File: src/rtl/mrpt_pkg.sv
// Package with constants and types shared by the primality tester.
package mrpt_pkg;
	localparam int WordBitsDefault = 64;
	localparam int TrialCount = 12;
	localparam int BaseCount = 7;

	typedef struct packed {
		logic start;
		logic busy;
	} mul_ctl_t;

	function automatic logic [5:0] trial_prime(input logic [3:0] idx);
		logic [5:0] p;
		begin
			case (idx)
				4'd0: p = 6'd2;
				4'd1: p = 6'd3;
				4'd2: p = 6'd5;
				4'd3: p = 6'd7;
				4'd4: p = 6'd11;
				4'd5: p = 6'd13;
				4'd6: p = 6'd17;
				4'd7: p = 6'd19;
				4'd8: p = 6'd23;
				4'd9: p = 6'd29;
				4'd10: p = 6'd31;
				4'd11: p = 6'd37;
				default: p = 6'd2;
			endcase
			return p;
		end
	endfunction

	function automatic logic [30:0] mr_base(input logic [2:0] idx);
		logic [30:0] b;
		begin
			case (idx)
				3'd0: b = 31'd2;
				3'd1: b = 31'd325;
				3'd2: b = 31'd9375;
				3'd3: b = 31'd28178;
				3'd4: b = 31'd450775;
				3'd5: b = 31'd9780504;
				3'd6: b = 31'd1795265022;
				default: b = 31'd2;
			endcase
			return b;
		end
	endfunction
endpackage

File: src/rtl/mrpt_modmul.sv
// Bit-serial interleaved modular multiplier: one multiplier bit per cycle.
module mrpt_modmul #(
	parameter int WordBits = mrpt_pkg::WordBitsDefault
) (
	input  logic                clk,
	input  logic                arst_n,
	input  logic                start,
	input  logic [WordBits-1:0] x,
	input  logic [WordBits-1:0] y,
	input  logic [WordBits-1:0] m,
	output logic                done,
	output logic [WordBits-1:0] prod
);
	import mrpt_pkg::*;

	localparam int CntW = $clog2(WordBits + 1);

	logic [WordBits-1:0] acc_q, y_q, x_q, m_q;
	logic [CntW-1:0]     cnt_q;
	logic                run_q;
	logic [WordBits:0]   dbl, dred, sum;
	logic [WordBits-1:0] a1, a2;

	// Doubling then conditional add; each sum below 2m so one subtract corrects it.
	always_comb begin
		dbl  = {acc_q, 1'b0};
		dred = (dbl >= {1'b0, m_q}) ? dbl - {1'b0, m_q} : dbl;
		a1   = dred[WordBits-1:0];
		sum  = {1'b0, a1} + {1'b0, x_q};
		if (sum >= {1'b0, m_q}) begin
			sum = sum - {1'b0, m_q};
		end
		a2 = y_q[WordBits-1] ? sum[WordBits-1:0] : a1;
	end

	always_ff @(posedge clk or negedge arst_n) begin
		if (!arst_n) begin
			run_q <= 1'b0;
			cnt_q <= '0;
			done  <= 1'b0;
		end else begin
			done <= run_q && !start && (cnt_q == CntW'(1));
			if (start) begin
				run_q <= 1'b1;
				cnt_q <= CntW'(WordBits);
			end else if (run_q) begin
				cnt_q <= cnt_q - 1'b1;
				if (cnt_q == CntW'(1)) begin
					run_q <= 1'b0;
				end
			end
		end
	end

	always_ff @(posedge clk) begin
		if (start) begin
			acc_q <= '0;
			y_q   <= y;
			x_q   <= x;
			m_q   <= m;
		end else if (run_q) begin
			acc_q <= a2;
			y_q   <= {y_q[WordBits-2:0], 1'b0};
		end
	end

	assign prod = acc_q;

	assert property (@(posedge clk) disable iff (!arst_n) done |-> !run_q)
		else $error("done while running");
	assert property (@(posedge clk) disable iff (!arst_n) run_q |-> cnt_q != '0)
		else $error("zero count while running");
	assert property (@(posedge clk) disable iff (!arst_n) start |=> run_q)
		else $error("start lost");
endmodule

File: src/rtl/mrpt_modred.sv
// Bit-serial remainder unit: reduces a value modulo a divisor, one bit per cycle.
module mrpt_modred #(
	parameter int WordBits = mrpt_pkg::WordBitsDefault,
	parameter int NumBits  = WordBits
) (
	input  logic                clk,
	input  logic                arst_n,
	input  logic                start,
	input  logic [NumBits-1:0]  num,
	input  logic [WordBits-1:0] div,
	output logic                done,
	output logic [WordBits-1:0] rem
);
	import mrpt_pkg::*;

	localparam int CntW = $clog2(NumBits + 1);

	logic [WordBits-1:0] r_q, d_q;
	logic [NumBits-1:0]  n_q;
	logic [CntW-1:0]     cnt_q;
	logic                run_q;
	logic [WordBits:0]   sh;

	always_comb begin
		sh = {r_q, n_q[NumBits-1]};
		if (sh >= {1'b0, d_q}) begin
			sh = sh - {1'b0, d_q};
		end
	end

	always_ff @(posedge clk or negedge arst_n) begin
		if (!arst_n) begin
			run_q <= 1'b0;
			cnt_q <= '0;
			done  <= 1'b0;
		end else begin
			done <= run_q && !start && (cnt_q == CntW'(1));
			if (start) begin
				run_q <= 1'b1;
				cnt_q <= CntW'(NumBits);
			end else if (run_q) begin
				cnt_q <= cnt_q - 1'b1;
				if (cnt_q == CntW'(1)) begin
					run_q <= 1'b0;
				end
			end
		end
	end

	always_ff @(posedge clk) begin
		if (start) begin
			r_q <= '0;
			n_q <= num;
			d_q <= div;
		end else if (run_q) begin
			r_q <= sh[WordBits-1:0];
			n_q <= {n_q[NumBits-2:0], 1'b0};
		end
	end

	assign rem = r_q;

	assert property (@(posedge clk) disable iff (!arst_n) done |-> !run_q)
		else $error("remainder done while running");
	assert property (@(posedge clk) disable iff (!arst_n) run_q && !start |-> r_q < d_q)
		else $error("partial remainder out of range");
	assert property (@(posedge clk) disable iff (!arst_n) start |=> run_q)
		else $error("remainder start lost");
endmodule

File: src/rtl/miller_rabin_prime_test_64_top.sv
// Top level of the deterministic Miller-Rabin primality tester.
//
// Usage: one candidate enters as a transaction on the slave channel
// (s_axis_*); one transaction with prime_flag leaves on the master
// channel (m_axis_*). The block handles one candidate at a time:
// s_axis_tready is high only while the sequencer is idle.
// Operation: trial division by the twelve primes 2..37 runs in the
// bit-serial remainder unit. Then each of the seven bases needs one
// reduction of the base mod n, a square-and-multiply exponentiation and
// up to s-1 squarings, every modular product being formed in the
// bit-serial multiplier.
// The result sits in an output register; while the receiver holds
// m_axis_tready low, the result is held and no new candidate is taken.
// Reset returns the sequencer to idle and drops m_axis_tvalid.
module miller_rabin_prime_test_64_top #(
	parameter int WORD_BITS = mrpt_pkg::WordBitsDefault
) (
	input  logic        clk,
	input  logic        arst_n,
	input  logic        s_axis_tvalid,
	output logic        s_axis_tready,
	input  logic [63:0] s_axis_tdata,   // [63:0] candidate
	output logic        m_axis_tvalid,
	input  logic        m_axis_tready,
	output logic [7:0]  m_axis_tdata    // [0] prime_flag, [7:1] zero
);
	import mrpt_pkg::*;

	localparam int W  = WORD_BITS;
	localparam int SW = $clog2(W + 1);
	// The remainder unit takes the whole 31-bit base even for narrow words.
	localparam int NW = (W > 31) ? W : 31;

	typedef enum logic [12:0] {
		ST_IDLE   = 13'b0000000000001,
		ST_TRIAL  = 13'b0000000000010,
		ST_TWAIT  = 13'b0000000000100,
		ST_SPLIT  = 13'b0000000001000,
		ST_BASE   = 13'b0000000010000,
		ST_BWAIT  = 13'b0000000100000,
		ST_EBIT   = 13'b0000001000000,
		ST_MULA   = 13'b0000010000000,
		ST_SQB    = 13'b0000100000000,
		ST_CHECK  = 13'b0001000000000,
		ST_SQX    = 13'b0010000000000,
		ST_SQXW   = 13'b0100000000000,
		ST_OUT    = 13'b1000000000000
	} state_t;

	state_t        state_q;
	logic [W-1:0]  n_q, d_q, e_q, acc_q, b_q;
	logic [SW-1:0] s_q, r_q;
	logic [3:0]    tidx_q;
	logic [2:0]    bidx_q;
	logic          flag_q;

	mul_ctl_t      mctl, rctl;
	logic [W-1:0]  mx, my, mprod, rdiv, rrem;
	logic [NW-1:0] rnum;
	logic          mdone, rdone;
	logic [W-1:0]  nm1;
	logic [5:0]    tp;

	assign nm1 = n_q - 1'b1;
	assign tp  = trial_prime(tidx_q);

	mrpt_modmul #(.WordBits(W)) u_mul (
		.clk(clk), .arst_n(arst_n), .start(mctl.start), .x(mx), .y(my),
		.m(n_q), .done(mdone), .prod(mprod)
	);

	mrpt_modred #(.WordBits(W), .NumBits(NW)) u_red (
		.clk(clk), .arst_n(arst_n), .start(rctl.start), .num(rnum), .div(rdiv),
		.done(rdone), .rem(rrem)
	);

	// Trial divisors are zero-extended to the word; the dividend is widened.
	always_comb begin
		rnum = NW'(n_q);
		rdiv = W'(tp);
		if (state_q == ST_BASE || state_q == ST_BWAIT) begin
			rnum = NW'(mr_base(bidx_q));
			rdiv = n_q;
		end
	end

	assign rctl.start = (state_q == ST_TRIAL) || (state_q == ST_BASE);
	assign rctl.busy  = (state_q == ST_TWAIT) || (state_q == ST_BWAIT);

	// Multiplier operands: acc*b when the exponent bit is set, else b*b, or acc*acc in SQX.
	always_comb begin
		mx = b_q;
		my = b_q;
		if (state_q == ST_EBIT && e_q[0]) begin
			mx = acc_q;
		end else if (state_q == ST_SQX) begin
			mx = acc_q;
			my = acc_q;
		end
	end

	// The squaring of b starts as soon as the product acc*b is done.
	assign mctl.start = (state_q == ST_EBIT && e_q != '0) || (state_q == ST_SQX) ||
		(state_q == ST_MULA && mdone);
	assign mctl.busy  = (state_q == ST_MULA) || (state_q == ST_SQB) || (state_q == ST_SQXW);

	always_ff @(posedge clk or negedge arst_n) begin
		if (!arst_n) begin
			state_q <= ST_IDLE;
		end else begin
			case (state_q)
				ST_IDLE: begin
					if (s_axis_tvalid) begin
						state_q <= ST_TRIAL;
					end
				end
				ST_TRIAL: state_q <= ST_TWAIT;
				ST_TWAIT: begin
					if (rdone) begin
						if (n_q < W'(2)) begin
							state_q <= ST_OUT;
						end else if (rrem == '0) begin
							state_q <= ST_OUT;
						end else if (tidx_q == 4'(TrialCount - 1)) begin
							state_q <= ST_SPLIT;
						end else begin
							state_q <= ST_TRIAL;
						end
					end
				end
				ST_SPLIT: begin
					if (d_q[0]) begin
						state_q <= ST_BASE;
					end
				end
				ST_BASE: state_q <= ST_BWAIT;
				ST_BWAIT: begin
					if (rdone) begin
						state_q <= (rrem == '0) ? ST_CHECK : ST_EBIT;
					end
				end
				ST_EBIT: begin
					if (e_q == '0) begin
						state_q <= ST_CHECK;
					end else begin
						state_q <= e_q[0] ? ST_MULA : ST_SQB;
					end
				end
				ST_MULA: begin
					if (mdone) begin
						state_q <= ST_SQB;
					end
				end
				ST_SQB: begin
					if (mdone) begin
						state_q <= ST_EBIT;
					end
				end
				ST_CHECK: begin
					// Branch back into squaring while rounds remain.
					if (flag_q && r_q != '0) begin
						state_q <= ST_SQX;
					end else if (!flag_q || bidx_q == 3'(BaseCount - 1)) begin
						state_q <= ST_OUT;
					end else begin
						state_q <= ST_BASE;
					end
				end
				ST_SQX: state_q <= ST_SQXW;
				ST_SQXW: begin
					if (mdone) begin
						state_q <= ST_CHECK;
					end
				end
				ST_OUT: begin
					if (m_axis_tready) begin
						state_q <= ST_IDLE;
					end
				end
				default: state_q <= ST_IDLE;
			endcase
		end
	end

	// Datapath registers. In CHECK, r_q counts remaining squarings and flag_q
	// means "this base still undecided or passed"; a pending round uses r_q.
	always_ff @(posedge clk or negedge arst_n) begin
		if (!arst_n) begin
			flag_q <= 1'b0;
			tidx_q <= '0;
			bidx_q <= '0;
			r_q    <= '0;
			s_q    <= '0;
			n_q    <= '0;
			d_q    <= '0;
			e_q    <= '0;
			acc_q  <= '0;
			b_q    <= '0;
		end else begin
			case (state_q)
				ST_IDLE: begin
					tidx_q <= '0;
					bidx_q <= '0;
					flag_q <= 1'b0;
					n_q    <= s_axis_tdata[W-1:0];
				end
				ST_TWAIT: begin
					if (rdone) begin
						tidx_q <= tidx_q + 1'b1;
						if (n_q >= W'(2) && rrem == '0) begin
							flag_q <= (n_q == W'(tp));
						end
					end
					d_q <= nm1;
					s_q <= '0;
				end
				ST_SPLIT: begin
					if (!d_q[0]) begin
						d_q <= {1'b0, d_q[W-1:1]};
						s_q <= s_q + 1'b1;
					end
					flag_q <= 1'b1;
				end
				ST_BWAIT: begin
					b_q   <= rrem;
					e_q   <= d_q;
					acc_q <= W'(1);
					r_q   <= '0;
				end
				ST_EBIT: begin
					if (e_q == '0) begin
						// Exponentiation finished: decide or set up squarings.
						if (acc_q == W'(1) || acc_q == nm1) begin
							r_q <= '0;
						end else if (s_q > SW'(1)) begin
							r_q    <= s_q - 1'b1;
							flag_q <= 1'b1;
						end else begin
							flag_q <= 1'b0;
						end
					end
				end
				ST_MULA: begin
					if (mdone) begin
						acc_q <= mprod;
					end
				end
				ST_SQB: begin
					if (mdone) begin
						b_q <= mprod;
						e_q <= {1'b0, e_q[W-1:1]};
					end
				end
				ST_CHECK: begin
					if (!(flag_q && r_q != '0) && flag_q) begin
						bidx_q <= bidx_q + 1'b1;
					end
				end
				ST_SQXW: begin
					if (mdone) begin
						acc_q <= mprod;
						if (mprod == nm1) begin
							r_q <= '0;
						end else if (r_q == SW'(1)) begin
							r_q    <= '0;
							flag_q <= 1'b0;
						end else begin
							r_q <= r_q - 1'b1;
						end
					end
				end
				default: ;
			endcase
		end
	end

	assign s_axis_tready = (state_q == ST_IDLE);
	assign m_axis_tvalid = (state_q == ST_OUT);
	assign m_axis_tdata  = {7'd0, flag_q};

	assert property (@(posedge clk) disable iff (!arst_n) !(mctl.start && rctl.start))
		else $error("both serial units started");
	assert property (@(posedge clk) disable iff (!arst_n) mctl.busy |-> !rctl.busy)
		else $error("units busy together");
	assert property (@(posedge clk) disable iff (!arst_n)
		m_axis_tvalid && !m_axis_tready |=> m_axis_tvalid && $stable(m_axis_tdata))
		else $error("result dropped under stall");
	assert property (@(posedge clk) disable iff (!arst_n) s_axis_tready |-> !m_axis_tvalid)
		else $error("accepting while result pending");
endmodule
File: config.mk
export PLATFORM = sky130hd
export DESIGN_NAME = miller_rabin_prime_test_64_top
export DESIGN_NICKNAME = d
export VERILOG_FILES = /design/src/rtl/mrpt_pkg.sv /design/src/rtl/mrpt_modmul.sv /design/src/rtl/mrpt_modred.sv /design/src/rtl/miller_rabin_prime_test_64_top.sv
export SDC_FILE = /design/constraint.sdc
export NUM_CORES = 2
export LEC_CHECK = 0
export BUFFER_PORTS_ARGS = -buffer_cell sky130_fd_sc_hd__buf_4
export CORE_AREA = 10 10 304 306
export DETAILED_ROUTE_END_ITERATION = 6
export DIE_AREA = 0 0 314 316
export GPL_TIMING_DRIVEN = 1
export PLACE_DENSITY_LB_ADDON = 0.2
export SLEW_MARGIN = 20
export SYNTH_ARGS = -nofsm -noshare
export SYNTH_HDL_FRONTEND = slang
export SYNTH_SLANG_ARGS = --single-unit
export TNS_END_PERCENT = 10
File: constraint.sdc
create_clock -name clk -period 24.4 [get_ports clk]
set_input_delay 4.88 -clock clk [delete_from_list [all_inputs] [get_ports clk]]
set_output_delay 4.88 -clock clk [all_outputs]
set_load 0.02 [all_outputs]
==> parameters.txt <==
Parameter                              Value

Status
  Outcome ... finished clean

Clock network
  CTS root buf ... sky130_fd_sc_hd__clkbuf_16
  CTS H-tree lvls ... 3
  Clock tree from TritonCTS ... yes
  Max Root-Sink Buffers ... 3
  Post CTS Setup Buffer Count ... 0
  Hold buffer count at cts ... 0
  TritonCTS Buffers ... 90
  Sink Count ... 821
  Clock latency at the later pin of the worst-skew pair ... 0.72 ns
  Clock-pin slew on the worst setup and hold paths ... 0.06 ns
  PostCTS Resize Cnt ... 0

STA
  Setup repair after global routing missed its margin ... false
  Worst clock skew ... 0.06401 ns
  Final worst-path cycle share ... 49.49%
  Setup Viol. Count Final ... 0
  Total Neg Setup Slack ... 0 ns
  Slew HR ... 16.11%
  Number of pins exceeding their max-slew limit in the final report ... 0
  Fmax ... 82.81 MHz
  Count of endpoints failing hold in the final timing report ... 0
  Tightest Pin Transition ... 1.247 ns
  Post-layout minimum cycle time ... 12.08 ns

Logic synthesis
  Cell type with the largest total area after synthesis ... sky130_fd_sc_hd__edfxtp_1
  Largest cells by area after synthesis ... sky130_fd_sc_hd__edfxtp_1, sky130_fd_sc_hd__dfrtp_1, sky130_fd_sc_hd__nand2_1
  Part of the Yosys area used for sequential elements ... 38.63%
  Most used standard cells in the synthesized netlist ... sky130_fd_sc_hd__nand2_1, sky130_fd_sc_hd__nor2_1, sky130_fd_sc_hd__a21oi_1
  Area share of the leading cell type in the synthesized netlist ... 17.26%
  Cell with the most instances after synthesis ... sky130_fd_sc_hd__nand2_1
  Number of register bits inferred by synthesis ... 821
  Count of warnings emitted by yosys ... 0
  Most common flop cell mapped by yosys ... sky130_fd_sc_hd__dfrtp_1
  Post-synthesis instance area ... 55680 um2
  Unique cell type count in the Yosys netlist ... 98
  Share of async-settable or async-resettable flops after synthesis ... 45.43%
  Number of standard cells after synthesis ... 6510
  EDFF count, synth ... 320
  Synthesized area divided by synthesized cell count ... 8.552 um2

Die
  Effective utilization at floorplan ... 64.58%
  Die area ... 99220 um2
  Chip width ... 314 um
  Vertical extent of the die ... 316 um
  Core ar. ... 86210 um2
  Top-level I/O count ... 78
  Row count ... 108

Setup path
  Capture instance of the worst register-to-register path ... u_mul.prod[2]$_SDFFE_PN0P_
  Slowest stage cell, crit path ... sky130_fd_sc_hd__a41o_2
  Reg-to-reg slack, setup ... 12.32 ns
  Required time worst endpoint ... 24.92 ns
  Number of cells on the worst reg-to-reg path ... 37
  Top delay family on crit path ... compound AO/OA/AOI/OAI gates
  Number of buffers and inverters on the critical path ... 4
  Type of the setup path with the least slack ... flip-flop to flip-flop
  Critical Path End Type ... flip-flop
  Crit path max fanout ... 63
  Top cell by count, worst path ... sky130_fd_sc_hd__o31ai_1
  CP Data Arrival Time ... 12.60 ns
  Startpoint types ... flip-flop
  Maximum single-stage delay on the critical path ... 0.78 ns
  Critical register-to-register path startpoint ... u_mul.prod[11]$_SDFFE_PN0P_

Routing
  Via total after detailed routing ... 52799
  Routed len/inst ... 28.03 um
  Drt via density ... 6.936
  Number of search-and-repair iterations in the first detailed-routing pass ... 7
  Final WL ... 213.4 mm
  Antenna viol nets, final ... 0
  DRC errors left ... 0
  Starting DRC count in detailed routing ... 8623

Finish
  Number of nets in the final layout ... 6725
  Area overhead of the layout relative to synthesis ... 7.796%
  Combined area of the multi-input logic cells ... 31880 um2
  Share of post-route cells with drive strength above 1 ... 7.379%
  Seq. cell area ... 21510 um2
  Fill cell instance count of the final layout ... 6924
  Area of all placed cells without fillers ... 60020 um2

Placed design
  Final Wtd Congestion ... 1.119
  HPWL after detailed placement ... 157.6 mm
  Instance area at placement ... 57080 um2
  Number of I/O port buffers ... 70

Worst hold path
  WHS Endpoint ... u_red.n_q[28]$_DFFE_PP_
  Hold path startpoint ... u_red.n_q[27]$_DFFE_PP_
  Tightest Hold Check Type ... flip-flop to flip-flop
  Cell count of the worst hold path ... 1

Pwr
  Areal power density over the cells ... 93.21 nW/um2
  Leakage ... 25.82 nW
  Worst IR Drop VDD ... 0.0001137 V

Job
  Max Cap Viol ... 0

Global routing
  Aggregate global routing overflow ... 0
  Number of global-route vias before repair ... 48525
  Initial antenna violation count ... 13
  Maximum number of pins on one net before global-route repair ... 148
  Overall global routing resource usage ... 41.76%
  First-pass GRT wire length ... 313.5 mm
## cells by family (layout without fill, tap and decap cells)
kind of cell,after synthesis,after routing,share of synthesized area [%]
other,1,13,0.006735
adders and majority gates,283,283,6.414
DFF,821,821,38.63
muxes,213,213,4.002
AOI/OAI and AO/OA,1728,1728,19.72
and+or+nand+nor,2368,2368,19.64
xor gates and xnor gates,436,436,7.009
buffers and inverters,660,595,4.582
## cell usage in the layout, fill, tap and decap left out, drive strengths merged, types with 44 or more instances in the layout
cell    count
nor3       95
mux2       77
and2       82
and3       51
nand2     956
xor2      151
o21ai     375
a22oi      56
o21bai     45
nand4     101
dfrtp     372
clkbuf    127
edfxtp    320
a31oi     178
a211oi     53
ha        279
dfxtp     128
nor4      104
inv       255
nor2b      44
xnor2     279
a21o      155
nand3     157
a22o       46
mux2i     136
nor2      588
buf       173
a21oi     501
a221o      49
## per-stage QoR
step | instances | total power, W | hold WS [ns] | setup slack [ns] | utilization (%)
after floorplan | 6516 | 0.003265 | 0.4196 | 15.34 | -
after global placement | 7437 | 0.004071 | 0.4903 | 12.96 | 66.20
after detailed placement | 7437 | 0.004104 | 0.5100 | 12.78 | 66.21
after CTS | 7606 | 0.005464 | 0.5239 | 12.71 | 69.57
after global routing | 7606 | 0.005766 | 0.5422 | 11.83 | 69.60
final | 7612 | 0.005594 | 0.5187 | 12.32 | 69.61
## per-layer routing
metal | vias to the layer above | share of wire (%) | wire [um] | GRT usage (%)
li1 | 23111 | - | - | -
met2 | 3919 | 41 | 87140 | 59.40
met5 | - | 0.020 | 43 | 0
met3 | 706 | 15 | 31820 | 13.06
met4 | 6 | 7.0 | 14920 | 24.80
met1 | 25057 | 37 | 79440 | 55.44
## final cells by class
| cell class | count | share of cell area [%] |
|---|---|---|
| Sequential cell | 821 | 35.84 |
| Tap cell | 1155 | 2.408 |
| Timing Repair Buffer | 173 | 2.197 |
| Clock inverter | 42 | 0.6775 |
| Antenna cell | 6 | 0.02502 |
| Clock buffer | 127 | 4.151 |
| Inverter | 253 | 1.589 |
| Multi-Input combinational cell | 5035 | 53.11 |
## power breakdown
| group | internal, W | switching, W | total, W |
|---|---|---|---|
| Combinational | 0.000722 | 0.00143 | 0.00215 |
| Clock | 0.000752 | 0.000617 | 0.00137 |
| Sequential | 0.00173 | 0.000343 | 0.00207 |
| Total | 0.00320 | 0.00239 | 0.00559 |
## worst reg2reg max path, delay by kind of cell (launching register included)
| kind | cells | cell delay, ns |
|---|---|---|
| AO/OA/AOI/OAI | 17 | 5.37 |
| XOR/XNOR | 1 | 0.15 |
| adder cells (fa/ha/maj) | 3 | 1.09 |
| buffers and inverters | 4 | 1.62 |
| flip-flops | 1 | 0.38 |
| multiplexers | 3 | 1.14 |
| AND/OR/NAND/NOR | 9 | 2.17 |
## how the worst max path moves through the flow
| stage | from | to | slack, ns | cells past startpoint |
|---|---|---|---|---|
| 2_1_floorplan | u_mul.prod[36]$_SDFFE_PN0P_ | u_mul.prod[56]$_SDFFE_PN0P_ | 15.34 | 39 |
| 3_3_place_gp | u_mul.prod[37]$_SDFFE_PN0P_ | u_mul.prod[2]$_SDFFE_PN0P_ | 12.96 | 35 |
| 3_5_place_dp | u_mul.prod[11]$_SDFFE_PN0P_ | u_mul.prod[2]$_SDFFE_PN0P_ | 12.78 | 36 |
| 4_1_cts | u_mul.prod[11]$_SDFFE_PN0P_ | u_mul.prod[2]$_SDFFE_PN0P_ | 12.71 | 36 |
| 5_1_grt | u_mul.prod[6]$_SDFFE_PN0P_ | u_mul.prod[2]$_SDFFE_PN0P_ | 11.83 | 36 |
| 6_report | u_mul.prod[11]$_SDFFE_PN0P_ | u_mul.prod[2]$_SDFFE_PN0P_ | 12.32 | 37 |
No activity file was read; power rests on OpenSTA's default activity.
